### src/byte_memory_load_store_mmio_top_defines.svh
// ---------------------------------------------------------------------------
// Assertion macros for the byte memory load/store unit
// Each macro expects clk and rst_n in the scope where it is used.
// ---------------------------------------------------------------------------
`ifndef BYTE_MEMORY_LOAD_STORE_MMIO_TOP_DEFINES_SVH
`define BYTE_MEMORY_LOAD_STORE_MMIO_TOP_DEFINES_SVH

// Condition that holds whenever the antecedent holds in the same cycle
`define BMLSM_ASSERT_IMP(lbl, ante, cons, msg) \
    lbl: assert property (@(posedge clk) disable iff (!rst_n) (ante) |-> (cons)) \
        else $error(msg);

// Condition that holds in the cycle after the antecedent
`define BMLSM_ASSERT_NEXT(lbl, ante, cons, msg) \
    lbl: assert property (@(posedge clk) disable iff (!rst_n) (ante) |=> (cons)) \
        else $error(msg);

`endif

### src/bmlsm_pkg.sv
// ---------------------------------------------------------------------------
// bmlsm_pkg
// Shared constants, request record and queue status for the load/store unit.
// ---------------------------------------------------------------------------
package bmlsm_pkg;

    localparam int MAX_KIB   = 64;
    localparam int MEM_BYTES = MAX_KIB * 1024;
    localparam int ADDR_W    = $clog2(MEM_BYTES);
    localparam int ROW_W     = ADDR_W - 2;
    localparam int ROW_DEPTH = MEM_BYTES / 4;

    localparam logic [31:0] MAX_KIB_U = 32'(MAX_KIB);
    localparam logic [32:0] MAX_LIMIT = 33'(MAX_KIB) * 33'd1024;

    localparam logic [6:0]  KIB_RESET = 7'd64;

    localparam logic [31:0] CON_IN_ADDR  = 32'h4000_0000;
    localparam logic [31:0] CON_OUT_ADDR = 32'h4000_0004;
    localparam logic [31:0] CON_ERR_ADDR = 32'h4000_0008;

    localparam logic OP_LOAD  = 1'b0;
    localparam logic OP_STORE = 1'b1;

    localparam logic [2:0] SIZE_MAX = 3'd4;

    localparam int QUEUE_DEPTH = 2;
    localparam int QPTR_W      = (QUEUE_DEPTH > 1) ? $clog2(QUEUE_DEPTH) : 1;
    localparam int QCNT_W      = $clog2(QUEUE_DEPTH + 1);

    typedef enum logic [2:0] {
        KIND_LOAD_MEM,
        KIND_STORE_MEM,
        KIND_LOAD_ZERO,
        KIND_LOAD_CIN,
        KIND_CON_OUT,
        KIND_RANGE_ERR
    } kind_t;

    typedef struct packed {
        kind_t              kind;
        logic [ROW_W-1:0]   row;
        logic [1:0]         offset;
        logic [2:0]         size;
        logic               sext;
        logic [31:0]        data;
        logic               chan;
    } req_t;

    typedef struct packed {
        logic full;
        logic empty;
    } q_stat_t;

endpackage

### src/bmlsm_front.sv
// ---------------------------------------------------------------------------
// bmlsm_front
// Accepts input transactions, holds the size register and classifies each
// access (memory, console, range error) into a request for the queue.
// ---------------------------------------------------------------------------
module bmlsm_front (
    input  logic              clk,
    input  logic              rst_n,
    input  logic              s_tvalid,
    output logic              s_tready,
    input  logic [79:0]       s_tdata,   // address, access_size, sign_extend,
                                         // store_data, console_in_byte, zero pad
    input  logic [0:0]        s_tuser,   // operation
    input  logic              cfg_we,
    input  logic [6:0]        cfg_wdata,
    input  bmlsm_pkg::q_stat_t q_stat,
    output logic              push,
    output bmlsm_pkg::req_t   push_req
);
    import bmlsm_pkg::*;

    logic [6:0]  memory_kib_reg;
    logic [6:0]  memory_kib_next;

    logic        op;
    logic [31:0] addr;
    logic [2:0]  size_raw;
    logic [2:0]  size_c;
    logic        sext;
    logic [31:0] wdata;
    logic [7:0]  cin;
    logic [32:0] end_sum;
    logic [32:0] limit;
    logic        is_con_out;

    always_comb
    begin
        memory_kib_next = cfg_we ? cfg_wdata : memory_kib_reg;
    end

    always_ff @(posedge clk or negedge rst_n)
    begin
        if (!rst_n)
        begin
            memory_kib_reg <= KIB_RESET;
        end
        else
        begin
            memory_kib_reg <= memory_kib_next;
        end
    end

    assign op       = s_tuser[0];
    assign addr     = s_tdata[31:0];
    assign size_raw = s_tdata[34:32];
    assign sext     = s_tdata[35];
    assign wdata    = s_tdata[67:36];
    assign cin      = s_tdata[75:68];

    assign s_tready = !q_stat.full;
    assign push     = s_tvalid && s_tready;

    always_comb
    begin
        // clamp oversized accesses to a word
        size_c     = (size_raw > SIZE_MAX) ? SIZE_MAX : size_raw;
        end_sum    = {1'b0, addr} + 33'(size_c);
        limit      = (32'(memory_kib_reg) > MAX_KIB_U) ? MAX_LIMIT
                                                      : (33'(memory_kib_reg) << 10);
        is_con_out = (addr == CON_OUT_ADDR) || (addr == CON_ERR_ADDR);

        push_req.row    = addr[ADDR_W-1:2];
        push_req.offset = addr[1:0];
        push_req.size   = size_c;
        push_req.sext   = sext;
        push_req.data   = wdata;
        push_req.chan   = (addr == CON_ERR_ADDR);

        if (op == OP_LOAD && is_con_out)
        begin
            push_req.kind = KIND_LOAD_ZERO;
        end
        else if (op == OP_LOAD && addr == CON_IN_ADDR)
        begin
            push_req.kind = KIND_LOAD_CIN;
            push_req.data = {24'h000000, cin};
        end
        else if (op == OP_STORE && is_con_out)
        begin
            push_req.kind = KIND_CON_OUT;
        end
        else if (end_sum > limit)
        begin
            push_req.kind = KIND_RANGE_ERR;
        end
        else if (op == OP_LOAD)
        begin
            push_req.kind = KIND_LOAD_MEM;
        end
        else
        begin
            push_req.kind = KIND_STORE_MEM;
        end
    end

endmodule

### config.mk
export PLATFORM = sky130hd
export DESIGN_NAME = bmlsm_front
export DESIGN_NICKNAME = d
export VERILOG_FILES = /design/src/byte_memory_load_store_mmio_top_defines.svh /design/src/bmlsm_pkg.sv /design/src/bmlsm_front.sv
export SDC_FILE = /design/constraint.sdc
export NUM_CORES = 1
export LEC_CHECK = 0
export ABC_AREA = 1
export BUFFER_PORTS_ARGS = -buffer_cell sky130_fd_sc_hd__buf_2
export CORE_MARGIN = 2
export CORE_UTILIZATION = 44
export DETAILED_ROUTE_END_ITERATION = 8
export PLACE_DENSITY = 0.9
export SKIP_CTS_REPAIR_TIMING = 1
export SYNTH_ARGS = -nofsm -noshare
export SYNTH_HDL_FRONTEND = slang
export SYNTH_SLANG_ARGS = --single-unit
### constraint.sdc
create_clock -name clk -period 2.75 [get_ports clk]
set_clock_uncertainty 0.1 [all_clocks]
set_input_delay 0 -clock clk [delete_from_list [all_inputs] [get_ports clk]]
set_output_delay 0 -clock clk [all_outputs]
set_load 0.02 [all_outputs]
==> impl_metrics.json <==
{
  "status": "finished with violations",
  "violations": "hold timing, setup timing",
  "clock_sink_count": 7,
  "layout_commonest_cell": "nand2_1",
  "grtUsageTotal_pct": 25.9,
  "placementRows": 26,
  "fillers": 483,
  "antenna_found_initial": 0,
  "setup_violations": 2,
  "critical_path_class": "in -> out",
  "start_util_pct": 45.4,
  "clk_latency_ps": 220,
  "cts_tree": "yes",
  "vias": 3178,
  "htreeDepth": 1,
  "synth_cell_types": 32,
  "grt_overflow_total": 0,
  "synth_area_sq_um": 2320,
  "area_growth_pct": 42.2,
  "yosys.area.top_type_share_pct": 25.4,
  "cts-root-buf": "clkbuf_8",
  "p_leak_nw": 1.98,
  "vdd_drop_max_mv": 0.300,
  "avgViaCountPerCell": 4.74,
  "r2r_cells": 2,
  "port-buffer-count": 144,
  "drive_above_1_share_pct": 33.2,
  "r2r-start": "memory_kib_reg[6]$_DFFE_PN1P_",
  "cts_buffers": 3,
  "routed_wl_um": 8070,
  "ys_ff_latch": 7,
  "maxCapViolCount": 0,
  "drv_slew": 0,
  "fin_ws_ps": -113,
  "ioPinCount": 152,
  "grt_pass1_vias": 2825,
  "path_max_fanout": 4,
  "drc": 0,
  "whs_ps": -2.72,
  "design_area_sq_um": 3300,
  "critPathRequiredTime_ps": 2650,
  "grt_pass1_wl_um": 12800,
  "syn_inst": 451,
  "dieWidth_um": 76.6,
  "ff2ff_setup_slack_ps": 1750,
  "syn_nets": 556,
  "synth_largest_area_cell": "nand2_1",
  "tightest_slew_ps": 368,
  "rsz0062_at_grt": "yes",
  "grt_start_max_net_pins": 25,
  "p_per_area_nw_per_um2": 209,
  "critPathLaunchType": "primary input",
  "firstDrtPassIters": 4,
  "clk_path_buf_depth": 2,
  "yosysSeqAreaShare_pct": 7.61,
  "largest_reg_flops": 7,
  "clock.fmax_mhz": 349,
  "relSlewSlack_pct": 75.3,
  "die_h_um": 76.6,
  "dieArea_sq_um": 5860,
  "dpl_cell_area_sq_um": 3080,
  "worstPathArrival_ps": 2760,
  "n_antenna_cell": 0,
  "synth_warnings": 0,
  "synth.area.top_cells": "nand2_1 25%, nor2_1 13%, inv_1 12%",
  "critPathCaptureType": "primary output",
  "final_cell_mix": "157 x nand2_1, 140 x buf_2, 77 x nor2_1",
  "utilization_pct": 64.5,
  "ant_nets": 0,
  "finalCritPeriodShare_pct": 104,
  "dr.first_iter.drc_count": 116,
  "cp-endpoint": "push_req[53]",
  "hold_class": "in -> reg",
  "crit_path_start": "s_tdata[32]",
  "finalHoldViolCount": 1,
  "wl_per_cell_um": 12.0,
  "gp_congestion": 0.968,
  "syn_avg_cell_area_sq_um": 5.14,
  "nNetsFinal": 706,
  "clkTransAtPathRegs_ps": 40,
  "r2r_end": "memory_kib_reg[6]$_DFFE_PN1P_",
  "hpwl_um": 6940,
  "core_sq_um": 5110,
  "finalCriticalPeriod_ps": 2860
}
final cells by class:
class                           count  area (sq um)  area share (%)
Clock buffer                        4          45.0            1.37
Inverter                           77           289            8.77
Multi-Input combinational cell    344          1750            53.2
Sequential cell                     7           176            5.35
Tap cell                           70          87.6            2.66
Timing Repair Buffer              168           945            28.7
kinds of logic after synthesis:
group	share of synthesized area, %
adder cells (fa/ha/maj)	6.26
AO/OA/AOI/OAI	3.19
multiplexers	1.94
buffers and inverters	19.3
AND/OR/NAND/NOR	58.7
XOR/XNOR	3.02
flip-flops	7.61
critical path: stages:
cell	delay (ps)
buf_6	90
o21a_4	220
nor2_4	130
ha_1	270
nand3_2	90
nand3_2	100
nand2_1	150
nor2_4	60
xor2_1	140
ha_1	340
nand3_1	90
nor2_1	140
nand2_1	70
nor2_1	90
nand3_1	80
nor2_1	80
nand3_1	90
a21oi_2	180
nand3_1	90
nand2_1	60
inv_1	30
buf_2	140
per-layer routing:
metal / global-route usage [%] / wire length (um) / up-vias
li1: - / - / 1649
met1: 32.4 / 3430 / 1383
met2: 47.7 / 3950 / 134
met3: 2.49 / 527 / 12
met4: 5.64 / 169 / 0
met5: 0 / 0 / -
stage by stage:
| step | setup slack [ps] | TNS (ps) | power, W | std cells | hold slack, ps |
|---|---|---|---|---|---|
| after floorplan | 42.5 | 0 | 0.000366 | 451 | -396 |
| after global placement | -88.4 | -102 | 0.000509 | 656 | -267 |
| after detailed placement | -163 | -247 | 0.000517 | 656 | -259 |
| after CTS | -167 | -255 | 0.000667 | 660 | -500 |
| after global routing | -382 | -645 | 0.000745 | 670 | 26.7 |
| final | -113 | -157 | 0.000690 | 670 | -2.72 |
where the power goes:
group | leakage, nW | internal, W | switching, W
Clock | 0.0228 | 0.000100 | 0.0000452
Sequential | 0.0815 | 0.000114 | 0.00000656
Combinational | 1.88 | 0.000171 | 0.000252
synthesized netlist by cell type, drive strengths merged:
cell type and n:
nand2 165, nor2 92, inv 77, nand3 34
buf 21, ha 10, xor2 7, a21oi 6
dfrtp 6, nand4 6, nor4 6, o21ai 5
mux2 4, and2 2, clkbuf 2, dfstp 1
fa 1, nor3 1, nor3b 1, o21a 1
o21bai 1, or2 1, xnor2 1
how the worst min path moves through the flow:
stage          depth (start not counted)   start                            end
6_report                               2  cfg_we  memory_kib_reg[6]$_DFFE_PN1P_
2_1_floorplan                          0   rst_n  memory_kib_reg[0]$_DFFE_PN0P_
4_1_cts                                1   rst_n  memory_kib_reg[1]$_DFFE_PN0P_
5_1_grt                                2  cfg_we  memory_kib_reg[0]$_DFFE_PN0P_
3_3_place_gp                           1   rst_n  memory_kib_reg[2]$_DFFE_PN0P_
3_5_place_dp                           1   rst_n  memory_kib_reg[2]$_DFFE_PN0P_
No activity file was read; power rests on OpenSTA's default activity.
