### src/byte_memory_load_store_mmio_top_defines.svh
// ---------------------------------------------------------------------------
// Assertion macros for the byte memory load/store unit
// Each macro expects clk and rst_n in the scope where it is used.
// ---------------------------------------------------------------------------
`ifndef BYTE_MEMORY_LOAD_STORE_MMIO_TOP_DEFINES_SVH
`define BYTE_MEMORY_LOAD_STORE_MMIO_TOP_DEFINES_SVH

// Condition that holds whenever the antecedent holds in the same cycle
`define BMLSM_ASSERT_IMP(lbl, ante, cons, msg) \
    lbl: assert property (@(posedge clk) disable iff (!rst_n) (ante) |-> (cons)) \
        else $error(msg);

// Condition that holds in the cycle after the antecedent
`define BMLSM_ASSERT_NEXT(lbl, ante, cons, msg) \
    lbl: assert property (@(posedge clk) disable iff (!rst_n) (ante) |=> (cons)) \
        else $error(msg);

`endif

### src/bmlsm_pkg.sv
// ---------------------------------------------------------------------------
// bmlsm_pkg
// Shared constants, request record and queue status for the load/store unit.
// ---------------------------------------------------------------------------
package bmlsm_pkg;

    localparam int MAX_KIB   = 64;
    localparam int MEM_BYTES = MAX_KIB * 1024;
    localparam int ADDR_W    = $clog2(MEM_BYTES);
    localparam int ROW_W     = ADDR_W - 2;
    localparam int ROW_DEPTH = MEM_BYTES / 4;

    localparam logic [31:0] MAX_KIB_U = 32'(MAX_KIB);
    localparam logic [32:0] MAX_LIMIT = 33'(MAX_KIB) * 33'd1024;

    localparam logic [6:0]  KIB_RESET = 7'd64;

    localparam logic [31:0] CON_IN_ADDR  = 32'h4000_0000;
    localparam logic [31:0] CON_OUT_ADDR = 32'h4000_0004;
    localparam logic [31:0] CON_ERR_ADDR = 32'h4000_0008;

    localparam logic OP_LOAD  = 1'b0;
    localparam logic OP_STORE = 1'b1;

    localparam logic [2:0] SIZE_MAX = 3'd4;

    localparam int QUEUE_DEPTH = 2;
    localparam int QPTR_W      = (QUEUE_DEPTH > 1) ? $clog2(QUEUE_DEPTH) : 1;
    localparam int QCNT_W      = $clog2(QUEUE_DEPTH + 1);

    typedef enum logic [2:0] {
        KIND_LOAD_MEM,
        KIND_STORE_MEM,
        KIND_LOAD_ZERO,
        KIND_LOAD_CIN,
        KIND_CON_OUT,
        KIND_RANGE_ERR
    } kind_t;

    typedef struct packed {
        kind_t              kind;
        logic [ROW_W-1:0]   row;
        logic [1:0]         offset;
        logic [2:0]         size;
        logic               sext;
        logic [31:0]        data;
        logic               chan;
    } req_t;

    typedef struct packed {
        logic full;
        logic empty;
    } q_stat_t;

endpackage

### src/bmlsm_queue.sv
// ---------------------------------------------------------------------------
// bmlsm_queue
// Short request queue between the classifying front and the memory back end.
// ---------------------------------------------------------------------------
`include "byte_memory_load_store_mmio_top_defines.svh"

module bmlsm_queue (
    input  logic               clk,
    input  logic               rst_n,
    input  logic               push,
    input  bmlsm_pkg::req_t    push_req,
    input  logic               pop,
    output bmlsm_pkg::req_t    pop_req,
    output bmlsm_pkg::q_stat_t q_stat
);
    import bmlsm_pkg::*;

    req_t              entry_reg [QUEUE_DEPTH];
    logic [QPTR_W-1:0] wr_ptr_reg;
    logic [QPTR_W-1:0] wr_ptr_next;
    logic [QPTR_W-1:0] rd_ptr_reg;
    logic [QPTR_W-1:0] rd_ptr_next;
    logic [QCNT_W-1:0] count_reg;
    logic [QCNT_W-1:0] count_next;

    always_comb
    begin
        wr_ptr_next = wr_ptr_reg;
        rd_ptr_next = rd_ptr_reg;
        count_next  = count_reg;
        if (push)
        begin
            wr_ptr_next = (wr_ptr_reg == QPTR_W'(QUEUE_DEPTH - 1)) ? '0
                                                                   : wr_ptr_reg + 1'b1;
        end
        if (pop)
        begin
            rd_ptr_next = (rd_ptr_reg == QPTR_W'(QUEUE_DEPTH - 1)) ? '0
                                                                   : rd_ptr_reg + 1'b1;
        end
        if (push && !pop)
        begin
            count_next = count_reg + 1'b1;
        end
        else if (pop && !push)
        begin
            count_next = count_reg - 1'b1;
        end
    end

    always_ff @(posedge clk or negedge rst_n)
    begin
        if (!rst_n)
        begin
            wr_ptr_reg <= '0;
            rd_ptr_reg <= '0;
            count_reg  <= '0;
        end
        else
        begin
            wr_ptr_reg <= wr_ptr_next;
            rd_ptr_reg <= rd_ptr_next;
            count_reg  <= count_next;
        end
    end

    always_ff @(posedge clk)
    begin
        if (push)
        begin
            entry_reg[wr_ptr_reg] <= push_req;
        end
    end

    assign pop_req      = entry_reg[rd_ptr_reg];
    assign q_stat.full  = (count_reg == QCNT_W'(QUEUE_DEPTH));
    assign q_stat.empty = (count_reg == '0);

    `BMLSM_ASSERT_IMP(a_no_overflow, push, count_reg != QCNT_W'(QUEUE_DEPTH),
        "queue written while full")
    `BMLSM_ASSERT_IMP(a_no_underflow, pop, count_reg != '0, "queue read while empty")
    `BMLSM_ASSERT_NEXT(a_count_up, push && !pop, count_reg == $past(count_reg) + 1'b1,
        "queue occupancy lost a transaction")

endmodule

### config.mk
export PLATFORM = sky130hd
export DESIGN_NAME = bmlsm_queue
export DESIGN_NICKNAME = d
export VERILOG_FILES = /design/src/bmlsm_pkg.sv /design/src/bmlsm_queue.sv
export VERILOG_INCLUDE_DIRS = /design/src /design/src/src
export SDC_FILE = /design/constraint.sdc
export NUM_CORES = 1
export LEC_CHECK = 0
export ABC_AREA = 1
export CORE_MARGIN = 2
export CORE_UTILIZATION = 57
export CTS_CLUSTER_DIAMETER = 50
export DETAILED_ROUTE_END_ITERATION = 10
export DONT_BUFFER_PORTS = 1
export GPL_ROUTABILITY_DRIVEN = 1
export HOLD_SLACK_MARGIN = 0.12
export PLACE_DENSITY = 0.82
export SLEW_MARGIN = 0
export SYNTH_ARGS = -nofsm -noshare
export SYNTH_HDL_FRONTEND = slang
export SYNTH_SLANG_ARGS = --single-unit
### constraint.sdc
create_clock -name clk -period 9.05 [get_ports clk]
set_input_delay 0.905 -clock clk [delete_from_list [all_inputs] [get_ports clk]]
set_output_delay 0.905 -clock clk [all_outputs]
set_load 0.01 [all_outputs]
==> results.sh <==
export IMPL_finalCritPeriodShare_pct=32.3
export IMPL_max_transition_margin_pct=39.0
export IMPL_timing_critical_path_cells="mux2_2"
export IMPL_yosysUniqueCellTypes=14
export IMPL_number_of_ports_placed_on_the_die_boundary=118
export IMPL_cellLeakagePower_nw=1.81
export IMPL_final_common_cell="sky130_fd_sc_hd__edfxtp_1"
export IMPL_slowest_stage="sky130_fd_sc_hd__dfrtp_4"
export IMPL_synth_warning_count=0
export IMPL_die_height_um=91.5
export IMPL_layout_filler_cells=448
export IMPL_synth_yosys_seq_area_share_pct=79.3
export IMPL_dr_pass1_iters=4
export IMPL_cts_inserted_buffers=17
export IMPL_slew_violations=0
export IMPL_worst_hold_startpoint="pop"
export IMPL_antenna_found_initial=0
export IMPL_worst_r2r_cell_count=2
export IMPL_syn_mean_instance_area_um2=21.9
export IMPL_num_antenna_cells=0
export IMPL_start_kind="flip-flop"
export IMPL_vdd_ir_drop_max_uv=234
export IMPL_worstPathArrival_ps=2020
export IMPL_clock_skew_final_ps=3.71
export IMPL_clkSlewWorstSetupHoldPaths_ps=50
export IMPL_finalSetupTns_ps=0
export IMPL_post_dr_wirelength_cell_um=20.2
export IMPL_design_core_area_um2=7330
export IMPL_synth_area_um2=4370
export IMPL_rsz_0062_raised_after_global_routing="no"
export IMPL_yosys_register_bits=116
export IMPL_postSynthNetCount=260
export IMPL_final_hold_worst_slack_ps=492
export IMPL_timing_critical_path_depth=1
export IMPL_cts_sink_count=116
export IMPL_worstHoldPathCells=1
export IMPL_layout_min_cycle_time_ps=2920
export IMPL_grt_first_pass_wirelength_mm=10.4
export IMPL_largest_register_ff_count=112
export IMPL_tritoncts="yes"
export IMPL_hold_viol=0
export IMPL_number_of_instances_in_the_synthesized_netlist=199
export IMPL_class_of_the_worst_hold_path="input port to flip-flop"
export IMPL_regToRegStartpoint="wr_ptr_reg"
export IMPL_post_cts_resized_instances=0
export IMPL_synthToLayoutAreaGrowth_pct=15.6
export IMPL_power_density_cell_area_nw_per_um2=351
export IMPL_f_max_mhz=342
export IMPL_max_cap_violations=0
export IMPL_clock_insertion_delay_worst_skew_ps=490
export IMPL_setup_worst_path_class="flip-flop to primary output"
export IMPL_timing_critical_path_buf_inv=0
export IMPL_crit_path_max_fanout=57
export IMPL_outcome="finished, final reports clean"
export IMPL_routed_via_density=5.50
export IMPL_worst_pin_slew_ps=916
export IMPL_drc_errors=0
export IMPL_crit_path_start="rd_ptr_reg"
export IMPL_cp_top_family="flip-flops"
export IMPL_cts_root_buffer_cell="sky130_fd_sc_hd__clkbuf_8"
export IMPL_vias=1800
export IMPL_post_route_cells_drive_above_1_share_pct=39.5
export IMPL_max_clock_path_buffers=2
export IMPL_die_area_um2=8380
export IMPL_endpoint_kind="primary output"
export IMPL_globalplace_congestion=0.648
export IMPL_global_route_usage_total_pct=17.2
export IMPL_dp_final_hpwl_mm=4.18
export IMPL_ant_nets=0
export IMPL_fp_dieW_um=91.5
export IMPL_drt_wl_total_mm=6.59
export IMPL_rows=31
export IMPL_critPathRequiredTime_ps=8150
export IMPL_mostFrequentLayoutCells="112 x sky130_fd_sc_hd__edfxtp_1, 30 x sky130_fd_sc_hd__mux2_4, 26 x sky130_fd_sc_hd__mux2_2"
export IMPL_first_iter_violations=113
export IMPL_grt_start_max_net_pins=58
export IMPL_cpPeakStageDelay_ps=990
export IMPL_cts_htree_levels=4
export IMPL_first_global_vias=2021
export IMPL_design_final_nets=276
export IMPL_place_port_buffers=0
export IMPL_setup_viol=0
export IMPL_initial_utilization_pct=59.6
export IMPL_gr_total_overflow=0
## layout make-up
cell class	instances	area (µm²)	share of cell area (%)
Sequential cell	116	3470	68.6
Multi-Input combinational cell	70	831	16.4
Clock buffer	17	414	8.20
Clock inverter	15	164	3.24
Tap cell	99	124	2.45
Inverter	7	26.3	0.520
Timing Repair Buffer	3	25.0	0.495
## final timing paths
kind | end | slack, ps
max in group asynchronous | rd_ptr_reg | 8140
max reg2reg | entry_reg[0][20] | 7140
min in group asynchronous | rd_ptr_reg | 700
min | rd_ptr_reg | 490
max | pop_req[55] | 6130
min reg2reg | count_reg[1] | 540
## power by group
group	internal [W]	total [W]	switching (W)
combinational	0.000169	0.000335	0.000166
sequential	0.000715	0.000804	0.0000882
clock	0.000415	0.000634	0.000219
## metal layers
| layer | vias to the layer above | track usage, % | routed length, µm |
|---|---|---|---|
| met5 | - | 0 | 0 |
| met4 | 0 | 8.33 | 52 |
| met3 | 6 | 8.63 | 676 |
| met2 | 89 | 28.1 | 3490 |
| met1 | 901 | 18.4 | 2370 |
| li1 | 804 | - | - |
## per-stage QoR
stage               setup slack, ps  cell area [µm²]  power (W)  util (%)  instances
finish                         6130             5050    0.00177      68.9        327
global route                   6030             5050    0.00185      68.9        327
CTS                            6110             5050    0.00179      68.9        327
detailed placement             6610             4460    0.00116      60.9        294
global placement               6620             4460    0.00114      60.9        294
floorplan                      5280             4370    0.00111         -        199
## cells in the mapped netlist
| cell type | count | share of area [%] |
|---|---|---|
| sky130_fd_sc_hd__nand3_1 | 1 | 0.11 |
| sky130_fd_sc_hd__dfrtp_1 | 4 | 2.3 |
| sky130_fd_sc_hd__buf_2 | 2 | 0.23 |
| sky130_fd_sc_hd__buf_6 | 4 | 1.0 |
| sky130_fd_sc_hd__xor2_1 | 2 | 0.40 |
| sky130_fd_sc_hd__inv_1 | 7 | 0.60 |
| sky130_fd_sc_hd__nand2_1 | 5 | 0.43 |
| sky130_fd_sc_hd__nand4_1 | 1 | 0.14 |
| sky130_fd_sc_hd__xnor2_1 | 1 | 0.20 |
| sky130_fd_sc_hd__mux2_4 | 30 | 10 |
| sky130_fd_sc_hd__mux2_2 | 26 | 6.7 |
| sky130_fd_sc_hd__ha_1 | 1 | 0.29 |
| sky130_fd_sc_hd__nor2_1 | 3 | 0.26 |
| sky130_fd_sc_hd__edfxtp_1 | 112 | 77 |
## logic make-up after synthesis
kind of cell  share of synthesized area, %
mux                                   17.0
buf+inv                               1.86
simple gates                         0.945
xor+xnor                             0.602
flops                                 79.3
fa+ha+maj                            0.286
## repair_timing
| action | in CTS | in global routing |
|---|---|---|
| hold buffers | 1 | 0 |
| buffers inserted | 0 | 0 |
| endpoints found under the hold margin | 4 | 0 |
(Power assumes the default switching activity.)
